--- src/rtl/core/ltfd_pkg.sv ---
// ============================================================================
// ltfd_pkg: length/type frame deframer shared definitions
// Widths, header layout constants, operation and result kind codes.
// ============================================================================
`default_nettype none

package ltfd_pkg;

    localparam int LIMIT_W      = 25;
    localparam int LENGTH_W     = 32;
    localparam int BODY_W       = 25;
    localparam int TYPE_W       = 16;
    localparam int BYTE_W       = 8;
    localparam int HDR_CNT_W    = 3;

    localparam logic [LIMIT_W-1:0]   LIMIT_RESET  = 25'd4096;
    localparam logic [HDR_CNT_W-1:0] HEADER_BYTES = 3'd6;
    localparam logic [HDR_CNT_W-1:0] LENGTH_BYTES = 3'd4;
    localparam logic [LENGTH_W-1:0]  TYPE_BYTES   = 32'd2;

    typedef enum logic
    {
        OP_DATA    = 1'b0,
        OP_CONNECT = 1'b1
    } op_t;

    typedef enum logic [1:0]
    {
        KIND_BODY  = 2'd0,
        KIND_EMPTY = 2'd1,
        KIND_ERROR = 2'd2,
        KIND_ABORT = 2'd3
    } kind_t;

    typedef struct packed
    {
        logic                valid;
        op_t                 operation;
        logic [BYTE_W-1:0]   data_byte;
    } item_t;

endpackage

`default_nettype wire

--- src/rtl/core/ltfd_in_if.sv ---
// ============================================================================
// ltfd_in_if: input byte channel
// Valid/ready channel carrying one stream byte or a new-connection marker.
// ============================================================================
`default_nettype none

interface ltfd_in_if;
    logic                           valid;
    logic                           ready;
    ltfd_pkg::op_t                  operation;
    logic [ltfd_pkg::BYTE_W-1:0]    data_byte;

    modport source
    (
        output valid,
        output operation,
        output data_byte,
        input  ready
    );

    modport sink
    (
        input  valid,
        input  operation,
        input  data_byte,
        output ready
    );
endinterface

`default_nettype wire

--- src/rtl/core/ltfd_out_if.sv ---
// ============================================================================
// ltfd_out_if: result channel
// Valid/ready channel carrying one deframer result per transfer.
// ============================================================================
`default_nettype none

interface ltfd_out_if;
    logic                           valid;
    logic                           ready;
    ltfd_pkg::kind_t                kind;
    logic [ltfd_pkg::TYPE_W-1:0]    frame_type;
    logic [ltfd_pkg::BYTE_W-1:0]    body_byte;
    logic                           last;

    modport source
    (
        output valid,
        output kind,
        output frame_type,
        output body_byte,
        output last,
        input  ready
    );

    modport sink
    (
        input  valid,
        input  kind,
        input  frame_type,
        input  body_byte,
        input  last,
        output ready
    );
endinterface

`default_nettype wire

--- src/rtl/core/ltfd_in_stage.sv ---
// ============================================================================
// ltfd_in_stage: input register
// Captures one input transfer and holds it until the parser advances.
// ============================================================================
`default_nettype none

module ltfd_in_stage
(
    input  wire logic           clk,
    input  wire logic           rst_n,
    ltfd_in_if.sink             stream,
    input  wire logic           advance,
    output ltfd_pkg::item_t     item
);

    logic                           valid_reg;
    ltfd_pkg::op_t                  op_reg;
    logic [ltfd_pkg::BYTE_W-1:0]    byte_reg;
    logic                           take;

    assign stream.ready = !valid_reg || advance;
    assign take         = stream.valid && stream.ready;

    always_ff @(posedge clk or negedge rst_n)
    begin
        if (!rst_n)
        begin
            valid_reg <= 1'b0;
        end
        else if (take)
        begin
            valid_reg <= 1'b1;
        end
        else if (advance)
        begin
            valid_reg <= 1'b0;
        end
    end

    always_ff @(posedge clk)
    begin
        if (take)
        begin
            op_reg   <= stream.operation;
            byte_reg <= stream.data_byte;
        end
    end

    assign item.valid     = valid_reg;
    assign item.operation = op_reg;
    assign item.data_byte = byte_reg;

endmodule

`default_nettype wire

--- src/rtl/core/ltfd_parser.sv ---
// ============================================================================
// ltfd_parser: header parser, body tracker and result register
// Updates the header/body state for one item per cycle while the result
// register is free or being taken, and registers any resulting transfer toward the output channel.
// ============================================================================
`default_nettype none

module ltfd_parser
(
    input  wire logic                           clk,
    input  wire logic                           rst_n,
    input  wire logic [ltfd_pkg::LIMIT_W-1:0]   limit,
    input  wire ltfd_pkg::item_t                item,
    output logic                                advance,
    ltfd_out_if.source                          result
);

    logic [ltfd_pkg::HDR_CNT_W-1:0] hdr_cnt_reg, hdr_cnt_next;
    logic [ltfd_pkg::LENGTH_W-1:0]  length_reg, length_next;
    logic [ltfd_pkg::TYPE_W-1:0]    type_reg, type_next;
    logic [ltfd_pkg::BODY_W-1:0]    body_reg, body_next;
    logic                           discard_reg, discard_next;

    logic                           out_valid_reg, out_valid_next;
    ltfd_pkg::kind_t                kind_reg, kind_next;
    logic [ltfd_pkg::TYPE_W-1:0]    ftype_reg, ftype_next;
    logic [ltfd_pkg::BYTE_W-1:0]    body_byte_reg, body_byte_next;
    logic                           last_reg, last_next;

    logic                           emit;
    logic [ltfd_pkg::TYPE_W-1:0]    type_shift;
    logic                           len_bad;

    assign advance    = item.valid && (!out_valid_reg || result.ready);
    assign type_shift = {type_reg[ltfd_pkg::BYTE_W-1:0], item.data_byte};
    assign len_bad    = (length_reg < ltfd_pkg::TYPE_BYTES)
                     || (length_reg > {{(ltfd_pkg::LENGTH_W-ltfd_pkg::LIMIT_W){1'b0}}, limit});

    always_comb
    begin
        hdr_cnt_next   = hdr_cnt_reg;
        length_next    = length_reg;
        type_next      = type_reg;
        body_next      = body_reg;
        discard_next   = discard_reg;
        emit           = 1'b0;
        kind_next      = ltfd_pkg::KIND_BODY;
        ftype_next     = type_reg;
        body_byte_next = '0;
        last_next      = 1'b1;

        if (item.operation == ltfd_pkg::OP_CONNECT)
        begin
            emit         = !discard_reg && (hdr_cnt_reg != '0 || body_reg != '0);
            kind_next    = ltfd_pkg::KIND_ABORT;
            ftype_next   = (body_reg != '0) ? type_reg : '0;
            hdr_cnt_next = '0;
            length_next  = '0;
            type_next    = '0;
            body_next    = '0;
            discard_next = 1'b0;
        end
        else if (discard_reg)
        begin
            emit = 1'b0;
        end
        else if (body_reg != '0)
        begin
            emit           = 1'b1;
            kind_next      = ltfd_pkg::KIND_BODY;
            body_byte_next = item.data_byte;
            last_next      = (body_reg == ltfd_pkg::BODY_W'(1));
            body_next      = body_reg - ltfd_pkg::BODY_W'(1);
        end
        else if (hdr_cnt_reg < ltfd_pkg::LENGTH_BYTES)
        begin
            if (hdr_cnt_reg == '0)
            begin
                length_next = {{(ltfd_pkg::LENGTH_W-ltfd_pkg::BYTE_W){1'b0}}, item.data_byte};
            end
            else
            begin
                length_next = {length_reg[ltfd_pkg::LENGTH_W-ltfd_pkg::BYTE_W-1:0],
                               item.data_byte};
            end
            hdr_cnt_next = hdr_cnt_reg + ltfd_pkg::HDR_CNT_W'(1);
        end
        else if (hdr_cnt_reg + ltfd_pkg::HDR_CNT_W'(1) < ltfd_pkg::HEADER_BYTES)
        begin
            type_next    = type_shift;
            hdr_cnt_next = hdr_cnt_reg + ltfd_pkg::HDR_CNT_W'(1);
        end
        else
        begin
            type_next    = type_shift;
            ftype_next   = type_shift;
            hdr_cnt_next = '0;
            if (len_bad)
            begin
                emit         = 1'b1;
                kind_next    = ltfd_pkg::KIND_ERROR;
                discard_next = 1'b1;
            end
            else if (length_reg == ltfd_pkg::TYPE_BYTES)
            begin
                emit      = 1'b1;
                kind_next = ltfd_pkg::KIND_EMPTY;
            end
            else
            begin
                body_next = ltfd_pkg::BODY_W'(length_reg - ltfd_pkg::TYPE_BYTES);
            end
        end
    end

    always_comb
    begin
        out_valid_next = out_valid_reg;
        if (advance)
        begin
            out_valid_next = emit;
        end
        else if (result.ready)
        begin
            out_valid_next = 1'b0;
        end
    end

    always_ff @(posedge clk or negedge rst_n)
    begin
        if (!rst_n)
        begin
            hdr_cnt_reg   <= '0;
            length_reg    <= '0;
            type_reg      <= '0;
            body_reg      <= '0;
            discard_reg   <= 1'b0;
            out_valid_reg <= 1'b0;
        end
        else
        begin
            out_valid_reg <= out_valid_next;
            if (advance)
            begin
                hdr_cnt_reg <= hdr_cnt_next;
                length_reg  <= length_next;
                type_reg    <= type_next;
                body_reg    <= body_next;
                discard_reg <= discard_next;
            end
        end
    end

    always_ff @(posedge clk)
    begin
        if (advance && emit)
        begin
            kind_reg      <= kind_next;
            ftype_reg     <= ftype_next;
            body_byte_reg <= body_byte_next;
            last_reg      <= last_next;
        end
    end

    assign result.valid      = out_valid_reg;
    assign result.kind       = kind_reg;
    assign result.frame_type = ftype_reg;
    assign result.body_byte  = body_byte_reg;
    assign result.last       = last_reg;

`ifndef NO_ASSERTIONS
    a_hdr_cnt_range: assert property (@(posedge clk) disable iff (!rst_n)
        hdr_cnt_reg < ltfd_pkg::HEADER_BYTES)
        else $error("header count out of range");

    a_body_no_hdr: assert property (@(posedge clk) disable iff (!rst_n)
        body_reg != '0 |-> hdr_cnt_reg == '0 && !discard_reg)
        else $error("body in progress with header or discard active");

    a_discard_idle: assert property (@(posedge clk) disable iff (!rst_n)
        discard_reg |-> hdr_cnt_reg == '0 && body_reg == '0)
        else $error("discard with parser state pending");

    a_non_body_last: assert property (@(posedge clk) disable iff (!rst_n)
        out_valid_reg && kind_reg != ltfd_pkg::KIND_BODY |-> last_reg && body_byte_reg == '0)
        else $error("non-body result not marked last");

    a_stall_hold: assert property (@(posedge clk) disable iff (!rst_n)
        out_valid_reg && !result.ready |=> out_valid_reg && $stable(kind_reg)
                                          && $stable(body_byte_reg))
        else $error("stalled result changed");
`endif

endmodule

`default_nettype wire

--- src/rtl/core/length_type_frame_deframer_unit.sv ---
// ============================================================================
// length_type_frame_deframer_unit: length/type frame deframer top level
// Splits a byte stream into frames of a 4-byte length, 2-byte type and body,
// emitting body bytes tagged with the type, plus empty/error/abort results.
// ============================================================================
//
//  channel   dir  handshake        payload
//  stream    in   valid/ready      operation, data_byte
//  result    out  valid/ready      kind, frame_type, body_byte, last
//  limit     in   write enable     limit_write_data (25 bits)
//
//  One item per cycle sustained while result.ready holds; an item is first
//  held in the input register, then its result in the result register.
//  rst_n clears parser state and sets the length limit to 4096.
//  A stalled result holds the result register; the input register still
//  takes one more item, after which stream.ready follows result.ready.
//
`default_nettype none

module length_type_frame_deframer_unit
(
    input  wire logic                           clk,
    input  wire logic                           rst_n,
    input  wire logic                           limit_write_enable,
    input  wire logic [ltfd_pkg::LIMIT_W-1:0]   limit_write_data,
    ltfd_in_if.sink                             stream,
    ltfd_out_if.source                          result
);

    logic [ltfd_pkg::LIMIT_W-1:0]   limit_reg;
    ltfd_pkg::item_t                item;
    logic                           advance;

    always_ff @(posedge clk or negedge rst_n)
    begin
        if (!rst_n)
        begin
            limit_reg <= ltfd_pkg::LIMIT_RESET;
        end
        else if (limit_write_enable)
        begin
            limit_reg <= limit_write_data;
        end
    end

    ltfd_in_stage u_in_stage
    (
        .clk     (clk),
        .rst_n   (rst_n),
        .stream  (stream),
        .advance (advance),
        .item    (item)
    );

    ltfd_parser u_parser
    (
        .clk     (clk),
        .rst_n   (rst_n),
        .limit   (limit_reg),
        .item    (item),
        .advance (advance),
        .result  (result)
    );

endmodule

`default_nettype wire

--- src/flat_wrapper.sv ---
// flat-port wrapper written by rule: the top's interface ports become plain ports
module length_type_frame_deframer_unit_flat 
  (clk, rst_n, limit_write_enable, limit_write_data, stream_valid, stream_operation, stream_data_byte, stream_ready, result_valid, result_kind, result_frame_type, result_body_byte, result_last, result_ready);
  ltfd_in_if stream_i ();
  ltfd_out_if result_i ();
  input  wire logic clk;
  input  wire logic rst_n;
  input  wire logic limit_write_enable;
  input  wire logic [ltfd_pkg::LIMIT_W-1:0] limit_write_data;
  input wire logic [$bits(stream_i.valid)-1:0] stream_valid;
  input wire logic [$bits(stream_i.operation)-1:0] stream_operation;
  input wire logic [$bits(stream_i.data_byte)-1:0] stream_data_byte;
  output wire logic [$bits(stream_i.ready)-1:0] stream_ready;
  output wire logic [$bits(result_i.valid)-1:0] result_valid;
  output wire logic [$bits(result_i.kind)-1:0] result_kind;
  output wire logic [$bits(result_i.frame_type)-1:0] result_frame_type;
  output wire logic [$bits(result_i.body_byte)-1:0] result_body_byte;
  output wire logic [$bits(result_i.last)-1:0] result_last;
  input wire logic [$bits(result_i.ready)-1:0] result_ready;
  assign stream_i.valid = stream_valid;
  assign stream_i.operation = stream_operation;
  assign stream_i.data_byte = stream_data_byte;
  assign stream_ready = stream_i.ready;
  assign result_valid = result_i.valid;
  assign result_kind = result_i.kind;
  assign result_frame_type = result_i.frame_type;
  assign result_body_byte = result_i.body_byte;
  assign result_last = result_i.last;
  assign result_i.ready = result_ready;
  length_type_frame_deframer_unit u_core (.clk(clk), .rst_n(rst_n), .limit_write_enable(limit_write_enable), .limit_write_data(limit_write_data), .stream(stream_i), .result(result_i));
endmodule
--- config.mk ---
export PLATFORM = sky130hd
export DESIGN_NAME = length_type_frame_deframer_unit_flat
export DESIGN_NICKNAME = d
export VERILOG_FILES = /design/src/rtl/core/ltfd_pkg.sv /design/src/rtl/core/ltfd_in_if.sv /design/src/rtl/core/ltfd_out_if.sv /design/src/rtl/core/ltfd_in_stage.sv /design/src/rtl/core/ltfd_parser.sv /design/src/rtl/core/length_type_frame_deframer_unit.sv /design/src/flat_wrapper.sv
export SDC_FILE = /design/constraint.sdc
export NUM_CORES = 1
export LEC_CHECK = 0
export BUFFER_PORTS_ARGS = -buffer_cell sky130_fd_sc_hd__clkbuf_2
export CORE_ASPECT_RATIO = 0.5
export CORE_UTILIZATION = 55
export CTS_CLUSTER_SIZE = 14
export DETAILED_ROUTE_END_ITERATION = 6
export HOLD_SLACK_MARGIN = 0.15
export PLACE_DENSITY = 0.75
export SLEW_MARGIN = 20
export SYNTH_ARGS = -nofsm -noshare
export SYNTH_HDL_FRONTEND = slang
export SYNTH_SLANG_ARGS = --single-unit
--- constraint.sdc ---
create_clock -name clk -period 4.8 [get_ports clk]
set_input_delay 0.96 -clock clk [delete_from_list [all_inputs] [get_ports clk]]
set_output_delay 0.96 -clock clk [all_outputs]
set_load 0.01 [all_outputs]
---- Word level (Yosys, flattened, before mapping) ----
Index checks and enable logic that the tools add are counted.
word-level totals
  flip-flop bits (word level) ............. 140
  input bits .............................. 39
operators by class
  add/sub/neg operators ................... 3
  order comparisons ....................... 4
  equality and inequality tests ........... 9
  mux-type cells .......................... 50
  bitwise logic cells ..................... 1
  reduce and logical (&&, ||, !) cells .... 22
operators with widths
  operator                 number
  $mux W25                 7
  $mux W16                 10
  $mux W32                 5
  $eq A32 B2 Y1 const B    1
  $gt A32 B25 Y1           1
  $lt A32 B2 Y1 const B    1
  $eq A25 B1 Y1 const B    1
  $reduce_bool A25 Y1      1
  $sub A25 B1 Y25 const B  1
  $sub A25 B2 Y25 const B  1
  $mux W1                  18
  $mux W3                  5
  $mux W2                  5
  $ne A3 B2 Y1 const B     3
  $reduce_and A4 Y1        2
  $lt A3 B3 Y1 const B     2
  $ne A2 B1 Y1 const B     3
  $reduce_and A6 Y1        1
  $reduce_bool A2 Y1       3
  $logic_and A1 B1 Y1      4
  $logic_or A1 B1 Y1       4
  $add A3 B1 Y3 const B    1
  $logic_not A1 Y1         3
  $logic_not A3 Y1         1
  other kinds (5)          5

---- Depth between registers and ports, before layout ----
Gate-level depths: netlist (run 1).
  word-level depth ........................ 9
  depth in mapped cells ................... 11
  depth with buffers taken out ............ 9

---- Modules after synthesis ----
A second synthesis (run 1) with hierarchy kept.
second synthesis, totals
  cell total of the unflattened synthesis .. 701
  area, all modules ....................... 7548.5 µm²
by module, submodules not included
  module                           instances  cells each  area an instance (µm²)  sequential area each (µm²)
  ltfd_parser                      1          633         6174.7                  2762.6
  length_type_frame_deframer_unit  1          53          1034.7                  626.9
  ltfd_in_stage                    1          15          339.1                   295.3

---- Worst setup path before layout (run 1) ----
OpenSTA, ideal clock, no wires.
  path type ............................... flip-flop to flip-flop
  start ................................... register u_core.u_parser.length_reg[20] (netlist bit)
  end ..................................... register u_core.u_parser.body_byte_reg (netlist bit u_core.u_parser.result.body_byte[0]) (enable)
  data arrival time ....................... 3.556 ns
  data required time ...................... 4.380 ns
  slack ................................... 0.824 ns
  cell stages (with the launch flop) ...... 8
  path buffers ............................ 0
  period minus slack after synthesis ...... 3.976 ns
  path through ............................ dfrtp_1 > or4_1 > or4_1 > nor4_1 > a22o_1 > or2_2 > o21ai_0 > a21oi_1
on the way
  cells in the longest elaborated chain, start to end .. 9
  elaborated cells between the ends (all ways) .. 12
  classes of those cells .................. 2 x order compare; 1 x eq/ne; 7 x mux; 2 x reduce/logical
RTL lines
  what                                                  line                                   RTL
  start, declared                                       ltfd_parser.sv:19                      logic [ltfd_pkg::LENGTH_W-1:0] length_reg, length_next;
  start signal, assigned                                ltfd_parser.sv:146                     length_reg <= length_next;
  $lt A32 B2 Y1 (tied with other cells)                 ltfd_parser.sv:36                      assign len_bad = (length_reg < ltfd_pkg::TYPE_BYTES)
  $logic_or A1 B1 Y1 / $mux W1 (equally long branches)  ltfd_parser.sv:37, ltfd_parser.sv:104
  $mux W1 *                                             ltfd_parser.sv:98                      if (len_bad)
  $mux W1 *                                             ltfd_parser.sv:88                      else if (hdr_cnt_reg + ltfd_pkg::HDR_CNT_W'(1) < ltfd_pkg::HEADER_BYTES)
  $mux W1 *                                             ltfd_parser.sv:75                      else if (hdr_cnt_reg < ltfd_pkg::LENGTH_BYTES)
  $mux W1 *                                             ltfd_parser.sv:67                      else if (body_reg != '0)
  $mux W1 *                                             ltfd_parser.sv:63                      else if (discard_reg)
  $mux W1 *                                             ltfd_parser.sv:52                      if (item.operation == ltfd_pkg::OP_CONNECT)
  $logic_and A1 B1 Y1 *                                 ltfd_parser.sv:156                     if (advance && emit)
  end signal, assigned                                  ltfd_parser.sv:160                     body_byte_reg <= body_byte_next;
  end, declared                                         ltfd_parser.sv:27                      logic [ltfd_pkg::BYTE_W-1:0] body_byte_reg, body_byte_next;
Mark *: on every way between the ends. The rest lies on a longest branch, timed or not.
A chain may end at the register's enable or synchronous reset.

---- Worst setup path after layout (run 1) ----
  start ................................... register u_core.limit_reg[12] (netlist bit)
  end ..................................... register u_core.u_parser.body_reg[7] (netlist bit)
on the way
  cells in the longest elaborated chain, start to end .. 4
RTL lines
  what                                line                                   RTL
  start, declared                     length_type_frame_deframer_unit.sv:30  logic [ltfd_pkg::LIMIT_W-1:0] limit_reg;
  start signal, assigned              length_type_frame_deframer_unit.sv:38  limit_reg <= ltfd_pkg::LIMIT_RESET;
  start signal, assigned              length_type_frame_deframer_unit.sv:42  limit_reg <= limit_write_data;
  $gt A32 B25 Y1                      ltfd_parser.sv:37                      || (length_reg > {{(ltfd_pkg::LENGTH_W-ltfd_pkg::LIMIT_W){1'b0}}, limit});
  $logic_or A1 B1 Y1                  ltfd_parser.sv:37
  $ne A3 B1 Y1 (no source line)       n/a
  $reduce_and A6 Y1 (no source line)  n/a
  end signal, assigned                ltfd_parser.sv:148                     body_reg <= body_next;
  end, declared                       ltfd_parser.sv:21                      logic [ltfd_pkg::BODY_W-1:0] body_reg, body_next;
No other way between the ends.

==> impl_metrics.tcl, run 1 <==
set metrics [dict create \
    synthDistinctLibCells 64 \
    cts.sinks 140 \
    synthToLayoutAreaGrowth_pct 15.39 \
    io_buffers 67 \
    synth.most_common_cell "dfrtp_1" \
    n_antenna_cell 0 \
    io_pins 68 \
    report.final.slew_viol_count 0 \
    synth_top_area_cell "dfrtp_1" \
    clkLatencyLatePin_ps 420 \
    htreeDepth 4 \
    yosysTopAreaCellShare 0.3541 \
    yosysSeqAreaShare 0.5063 \
    drc 0 \
    finalSetupViolations 0 \
    path_class "flip-flop to flip-flop" \
    setup_slack_ps 848.9 \
    fin_skew_ps 10.61 \
    synthCells 713 \
    start_util 0.5698 \
    cts_tree "built" \
    place_ws_ps 944.2 \
    yosys_warnings 0 \
    drt-initial-drc-count 601 \
    max_slew_margin 0.3544 \
    arrival_ps 4270 \
    viasPerCell 6.233 \
    ys_dominant_reg_cell "dfrtp_1" \
    clk_pin_slew_worst_paths_ps 70 \
    drive_above_1_share 0.1665 \
    async_flop_share 0.7429 \
    routedWlPerCell_um 19.68 \
    post-dp-hpwl_um 12580 \
    post_cts_resize_count 0 \
    synth_common_cells "dfrtp_1, o21ai_0, a22o_1, nand2_1" \
    grt_max_degree 78 \
    netlist_area_um2 7278 \
    synth_edf_count 36 \
    cp-end-kind "flip-flop" \
    first_pass_iters 5 \
    synth_area_leaders "dfrtp_1, edfxtp_1, a22o_1" \
    fin_crit_ps 3951 \
    cp-start-kind "flip-flop" \
    place.gp.congestion 0.9281 \
    postCtsSetupRepairBufs 0 \
    coreArea_um2 12770 \
    drt-total-wl_um 18830 \
    tns_ps 0 \
    antenna_found_initial 0 \
    first_global_vias 5716 \
    vias 5965 \
    tightest_slew_ps 964.8 \
    synth_area_per_cell_um2 10.21 \
    p_leak_uw 0.003826 \
    die_h_um 83.34 \
    critical_path.max_fanout 15 \
    required_ps 5120 \
    numCtsBuffers 17 \
    clock_tree.root_cell "clkbuf_16" \
    fin_crit_sh 0.8231 \
    grt_pass1_wl_um 30190 \
    synth_nets 782 \
    grt_overflow_total 0 \
    hold_class "input port to asynchronous set/reset pin" \
    nNetsFinal 843 \
    power_density_nw_per_um2 586.4 \
    rsz0062_at_grt "false" \
    hold_violations 0 \
    die_area_um2 13720 \
    peakVddDrop_uv 313.1 \
    cts_hold_buf 0 \
    detail-route-antenna-nets 0 \
    maxCapViolations 0 \
    fmax_mhz 253.1 \
    clk_path_buf_depth 2 \
    largest_reg_flops 32 \
    status "finished, final reports clean" \
    fillCellCount 987 \
    die_w_um 164.7 \
    grt_usage 0.2895 \
    ys_seq_elements 140 \
    rows 29 \
]
[stage by stage]
step                cells  area, µm²  hold WS [ps]  total power, µW    util
global route          957       8398         445.0             5194  0.6575
global placement      924       7742         480.4             3446  0.6062
finish                957       8398         433.1             4924  0.6575
floorplan             713       7278         464.0             2903       -
CTS                   956       8371         501.9             4887  0.6554
detailed placement    924       7742         484.0             3479  0.6062
[worst max-delay path, stage by stage (launching register included)]
cell,delay [ps]
dfstp_2,520
inv_1,50
ha_1,270
nand4_1,190
or4_1,610
or4_1,550
a22o_1,250
o31ai_4,470
nand3_1,550
o21ai_0,380
[where the power goes]
part           total [µW]  switching [µW]  internal [µW]
registers            1750             250           1500
clock network        1390             594            796
logic                1790            1120            665
[cell usage in the layout, fill, tap and decap left out, types with 4 or more instances in the layout]
master       n
nor2_1      38
nor4_1      15
o21ai_1     15
mux2i_1     16
nand3_1     30
inv_1       38
a21oi_1     32
edfxtp_1    36
nand2b_1     4
a21o_1       7
or4_1       12
nor3_1      17
ha_1        30
xor2_1      11
a31oi_1      9
nand4_1      8
o21ai_0     70
dfrtp_1    103
a22o_1      49
xnor2_1     10
nand2_1     49
buf_4       13
clkbuf_2    66
and3_1      11
and2_1       5
clkbuf_16   17
or3_1        7
[final timing paths]
| kind | startpoint | end | slack, ps | depth (start not counted) |
|---|---|---|---|---|
| min | rst_n | u_core.limit_reg[24]$_DFFE_PN0P_ | 430 | 1 |
| min reg2reg | u_core.u_parser.length_reg[29]$_DFFE_PN0P_ | u_core.u_parser.length_reg[29]$_DFFE_PN0P_ | 500 | 1 |
| max in group asynchronous | rst_n | u_core.u_parser.body_reg[7]$_DFFE_PN0P_ | 3340 | 3 |
| max | u_core.limit_reg[12]$_DFFE_PN1P_ | u_core.u_parser.body_reg[7]$_DFFE_PN0P_ | 850 | 9 |
| min in group clk | u_core.u_parser.length_reg[29]$_DFFE_PN0P_ | u_core.u_parser.length_reg[29]$_DFFE_PN0P_ | 500 | 1 |
| max reg2reg | u_core.limit_reg[12]$_DFFE_PN1P_ | u_core.u_parser.body_reg[7]$_DFFE_PN0P_ | 850 | 9 |
[metal layers]
layer,vias to the layer above,routed length (µm),GRT usage
met2,301,8255,0.4232
met1,2856,8538,0.4154
met5,-,0,0
li1,2768,-,-
met3,40,1634,0.07642
met4,0,404,0.1001
[logic make-up after synthesis]
group | share of synthesized area
AOI/OAI and AO/OA | 0.1893
buffers and inverters | 0.04435
muxes | 0.02665
adders and majority gates | 0.05157
xor gates and xnor gates | 0.02527
and+or+nand+nor | 0.1566
DFF | 0.5063
[cell type report]
cell class / instances / area [µm²] / share of cell area
sequential: 140 / 3685 / 0.4388
multi-input combinational: 497 / 3274 / 0.3899
timing repair buffer: 80 / 455.4 / 0.05423
clock buffer: 17 / 425.4 / 0.05066
tap: 170 / 212.7 / 0.02533
clock inverter: 15 / 202.7 / 0.02414
inverter: 38 / 142.6 / 0.01698
No activity file was read; power rests on OpenSTA's default activity.
==> run 2: changes to the inputs <==
Clock period 4.8 ns to 3.9 ns, I/O delays scaled along.
==> impl_metrics.tcl, run 2 (synthesis results as in run 1) <==
set metrics [dict create \
    clk_pin_slew_worst_paths_ps 70 \
    power_density_nw_per_um2 709.3 \
    die_area_um2 13720 \
    n_antenna_cell 0 \
    maxCapViolations 0 \
    coreArea_um2 12770 \
    status "finished, final reports clean" \
    dp_cells 933 \
    arrival_ps 3870 \
    clk_path_buf_depth 2 \
    cp-start-kind "flip-flop" \
    viasPerCell 6.240 \
    tightest_slew_ps 947.3 \
    hold_violations 0 \
    critical_path.max_fanout 15 \
    post_cts_resize_count 0 \
    required_ps 4070 \
    io_pins 68 \
    first_global_vias 5790 \
    clkLatencyLatePin_ps 420 \
    drc 0 \
    grt_max_degree 62 \
    power.total_uw 5969 \
    ff2ff_path_depth 9 \
    drt-initial-drc-count 533 \
    finalSetupViolations 0 \
    io_buffers 67 \
    final_core_util 0.6589 \
    detail-route-antenna-nets 0 \
    antenna_found_initial 0 \
    start_util 0.5698 \
    cts_tree "built" \
    clock_tree.root_cell "clkbuf_16" \
    tns_ps 0 \
    register_area_um2 3685 \
    nNetsFinal 851 \
    final_cell_mix "dfrtp_1, o21ai_0, clkbuf_2, nand2_1, a22o_1" \
    max_slew_margin 0.3618 \
    fmax_mhz 270.3 \
    report.final.slew_viol_count 0 \
    numCtsBuffers 17 \
    rsz0062_at_grt "false" \
    vias 6022 \
    drive_above_1_share 0.1748 \
    stdcell_count 965 \
    r2r_slack_ps 200 \
    cp-end-kind "flip-flop" \
    die_w_um 164.7 \
    path_class "flip-flop to flip-flop" \
    place.gp.congestion 0.9037 \
    rows 29 \
    largest_reg_flops 32 \
    post-dp-hpwl_um 12600 \
    fin_skew_ps 8.915 \
    fin_crit_sh 0.9485 \
    multi_input_area_um2 3274 \
    hold_class "input port to asynchronous set/reset pin" \
    htreeDepth 4 \
    synthToLayoutAreaGrowth_pct 15.63 \
    fillCellCount 987 \
    r2r_start "u_core.u_parser.length_reg[15]$_DFFE_PN0P_" \
    p_leak_uw 0.003848 \
    die_h_um 83.34 \
    cts_hold_buf 0 \
    grt_pass1_wl_um 30440 \
    cts.sinks 140 \
    layout_commonest_cell "dfrtp_1" \
    postCtsSetupRepairBufs 0 \
    fin_crit_ps 3699 \
    r2r_end "u_core.u_parser.result.frame_type[10]$_DFFE_PP_" \
    drt-total-wl_um 18620 \
    grt_usage 0.2890 \
    peakVddDrop_uv 348.9 \
    grt_overflow_total 0 \
    first_pass_iters 5 \
    routedWlPerCell_um 19.29 \
]
[run 2: changes by cell type in the layout (fill, tap and decap cells not counted)]
cell       previous run  this run
buf_12                0         1
buf_16                1         0
buf_4                13        21
bufinv_16             2         0
clkinv_4              3         1
inv_6                 3         4
inv_8                 3         6
[run 2: layer usage]
layer,vias to the layer above,routed length (µm),GRT usage
li1,2788,-,-
met1,2935,8712,0.4376
met2,276,8235,0.4156
met3,23,1411,0.05744
met4,0,257,0.08924
met5,-,0,0
[run 2: final cells by class]
cell class	count	share of cell area
Clock inverter	15	0.01992
Multi-Input combinational cell	497	0.3891
Clock buffer	17	0.05055
Tap cell	170	0.02528
Inverter	38	0.01695
Sequential cell	140	0.4379
Timing Repair Buffer	88	0.06036
[run 2: stage by stage]
stage	instance area [µm²]	hold WS [ps]	worst slack, ps
CTS	8416	487.2	248.8
detailed placement	7823	487.0	309.6
global placement	7823	478.9	367.9
finish	8416	434.0	200.9
floorplan	7282	464.0	436.7
global route	8416	511.7	89.84
[run 2: worst max-delay path, cell delays in order (launching register included)]
cell,delay (ps)
dfrtp_1,470
ha_1,370
nand4_1,160
or4_1,590
or4_1,550
a22o_1,270
or2_2,360
o21ai_0,350
a21oi_2,110
buf_4,220
[run 2: worst max-delay path by stage]
| stage | startpoint | slack [ps] | end |
|---|---|---|---|
| 3_3_place_gp | u_core.limit_reg[12]$_DFFE_PN1P_ | 370 | u_core.u_parser.result.frame_type[0]$_DFFE_PP_ |
| 3_5_place_dp | u_core.limit_reg[12]$_DFFE_PN1P_ | 310 | u_core.u_parser.result.frame_type[8]$_DFFE_PP_ |
| 6_report | u_core.u_parser.length_reg[15]$_DFFE_PN0P_ | 200 | u_core.u_parser.result.frame_type[10]$_DFFE_PP_ |
| 2_1_floorplan | u_core.u_parser.length_reg[20]$_DFFE_PN0P_ | 440 | u_core.u_parser.result.body_byte[0]$_SDFFCE_PP0P_ |
| 5_1_grt | u_core.u_parser.length_reg[15]$_DFFE_PN0P_ | 90 | u_core.u_parser.result.frame_type[10]$_DFFE_PP_ |
| 4_1_cts | u_core.u_parser.length_reg[15]$_DFFE_PN0P_ | 250 | u_core.u_parser.result.frame_type[10]$_DFFE_PP_ |
[run 2: power breakdown]
| group | internal (µW) | switching (µW) | leakage, µW | total [µW] |
|---|---|---|---|---|
| logic | 838 | 1380 | 0.00183 | 2220 |
| registers | 1840 | 292 | 0.00173 | 2130 |
| clock network | 864 | 750 | 0.000289 | 1610 |
| total | 3540 | 2430 | 0.00385 | 5970 |
==> run 3: changes to the inputs <==
Settings changed: PLACE_DENSITY 0.75 to unset, PLACE_DENSITY_LB_ADDON set to 0.3.
==> impl_metrics.tcl, run 3 (synthesis results as in run 1) <==
set metrics [dict create \
    die_w_um 164.7 \
    post_cts_resize_count 0 \
    cts_hold_buf 0 \
    rows 29 \
    ff2ff_path_depth 10 \
    hold_class "input port to asynchronous set/reset pin" \
    cp_common_cell "or4_1" \
    drt-initial-drc-count 692 \
    internal_power_uw 3657 \
    cts.sinks 140 \
    critical_path.max_fanout 27 \
    r2r_start "u_core.limit_reg[12]$_DFFE_PN1P_" \
    fin_skew_ps 19.05 \
    path_class "flip-flop to flip-flop" \
    arrival_ps 3880 \
    r2r_end "u_core.u_parser.result.kind[1]$_SDFFCE_PP1P_" \
    setup.worst_path.end "u_core.u_parser.result.kind[1]$_SDFFCE_PP1P_" \
    coreArea_um2 12770 \
    setup_slack_ps 172.4 \
    routedWlPerCell_um 18.89 \
    clkLatencyLatePin_ps 430 \
    crit_chain "inv_1, ha_1, nand4_1, or4_1, or4_1, a22o_1, or2_2, o21ai_0, a21oi_2, buf_4" \
    synthToLayoutAreaGrowth_pct 15.88 \
    layout_commonest_cell "dfrtp_1" \
    final_cell_mix "dfrtp_1, o21ai_0, clkbuf_2, nand2_1, a22o_1" \
    cpLargestDelayFamily "simple AND/OR/NAND/NOR gates" \
    swShare 0.3926 \
    post-dp-hpwl_um 12410 \
    grt_overflow_total 0 \
    p_seq_frac 0.358 \
    fin_crit_ps 3728 \
    detail-route-antenna-nets 0 \
    largest_reg_flops 32 \
    fmax_mhz 268.3 \
    place_ws_ps 234.3 \
    numCtsBuffers 17 \
    peakVddDrop_uv 318.1 \
    tightest_slew_ps 1069 \
    grt_max_degree 69 \
    hold_violations 0 \
    die_area_um2 13720 \
    stdcell_count 966 \
    start_util 0.5698 \
    startpoint "u_core.limit_reg[12]$_DFFE_PN1P_" \
    critical-path-max-stage-delay_ps 590 \
    vias 5977 \
    drc 0 \
    io_buffers 67 \
    postCtsSetupRepairBufs 0 \
    clk_pin_slew_worst_paths_ps 70 \
    rsz0062_at_grt "false" \
    clk_path_buf_depth 2 \
    power.total_uw 6020 \
    die_h_um 83.34 \
    n_antenna_cell 0 \
    cts_tree "built" \
    antenna_found_initial 0 \
    cp-start-kind "flip-flop" \
    clock_tree.root_cell "clkbuf_16" \
    combPwrFrac 0.360 \
    p_sw_uw 2363 \
    report.final.slew_viol_count 0 \
    drt-total-wl_um 18240 \
    drive_above_1_share 0.1759 \
    maxCapViolations 0 \
    slowest_stage "or4_1" \
    io_pins 68 \
    r2r_slack_ps 170 \
    grt_usage 0.2804 \
    finalSetupViolations 0 \
    grt_pass1_wl_um 29290 \
    power_density_nw_per_um2 713.7 \
    tns_ps 0 \
    p_leak_uw 0.003864 \
    cp-end-kind "flip-flop" \
    place.gp.congestion 0.9296 \
    first_global_vias 5640 \
    crit_cells 10 \
    nNetsFinal 852 \
    htreeDepth 4 \
    required_ps 4050 \
    first_pass_iters 5 \
    crit_buf_inv 2 \
    final_core_util 0.6604 \
    fin_crit_sh 0.9558 \
    power_frac_clock 0.282 \
    viasPerCell 6.187 \
    status "finished, final reports clean" \
    dp_cells 934 \
    max_slew_margin 0.2797 \
]
[run 3: changes by cell type in the layout (fill, tap and decap cells not counted)]
cell,change
inv_8,-2
inv_6,+2
bufinv_16,+2
clkinv_4,+1
clkinv_8,-2
clkinvlp_4,-1
buf_4,+2
buf_12,-1
[run 3: final cells by class]
cell class	count	area [µm²]
timing repair buffer	89	503.0
fill	991	4338
sequential	140	3685
tap	170	212.7
inverter	38	142.6
clock buffer	17	425.4
clock inverter	15	191.4
multi-input combinational	497	3274
[run 3: worst min path at each step]
stage	start	to	slack, ps	cells after the start
CTS	u_core.u_parser.length_reg[30]$_DFFE_PN0P_	u_core.u_parser.length_reg[30]$_DFFE_PN0P_	500	1
detailed placement	u_core.u_parser.length_reg[30]$_DFFE_PN0P_	u_core.u_parser.length_reg[30]$_DFFE_PN0P_	490	1
floorplan	u_core.u_parser.length_reg[25]$_DFFE_PN0P_	u_core.u_parser.length_reg[25]$_DFFE_PN0P_	460	1
finish	rst_n	u_core.u_parser.length_reg[27]$_DFFE_PN0P_	460	1
global placement	u_core.u_parser.length_reg[25]$_DFFE_PN0P_	u_core.u_parser.length_reg[25]$_DFFE_PN0P_	480	1
global route	stream_data_byte[0]	u_core.u_in_stage.byte_reg[0]$_DFFE_PP_	510	1
[run 3: metal layers]
metal,track usage,wire length [µm],vias up
met4,0.1126,259,0
met2,0.3984,7951,295
met1,0.4139,8511,2880
met5,0,0,-
met3,0.06244,1520,25
li1,-,-,2777
[run 3: power groups by stage]
stage,Clock [µW],Combinational (µW),Sequential (µW)
after floorplan,0,1480,2090
after global placement,0,2080,2150
after detailed placement,0,2110,2160
after CTS,1720,2140,2140
after global routing,1780,2380,2190
final,1700,2160,2160
[run 3: per-stage QoR]
stage	hold slack (ps)	cell area, µm²
3_3_place_gp	483.1	7818
3_5_place_dp	485.7	7818
2_1_floorplan	464.0	7282
5_1_grt	511.3	8434
6_report	464.7	8434
4_1_cts	503.9	8434
[run 3: worst reg2reg max path: cells and delay by family (launching register included)]
family	cells	cell delay, ps
flip-flops	1	510
AO/OA/AOI/OAI	3	710
adder cells (fa/ha/maj)	1	260
AND/OR/NAND/NOR	4	1650
buffers and inverters	2	300
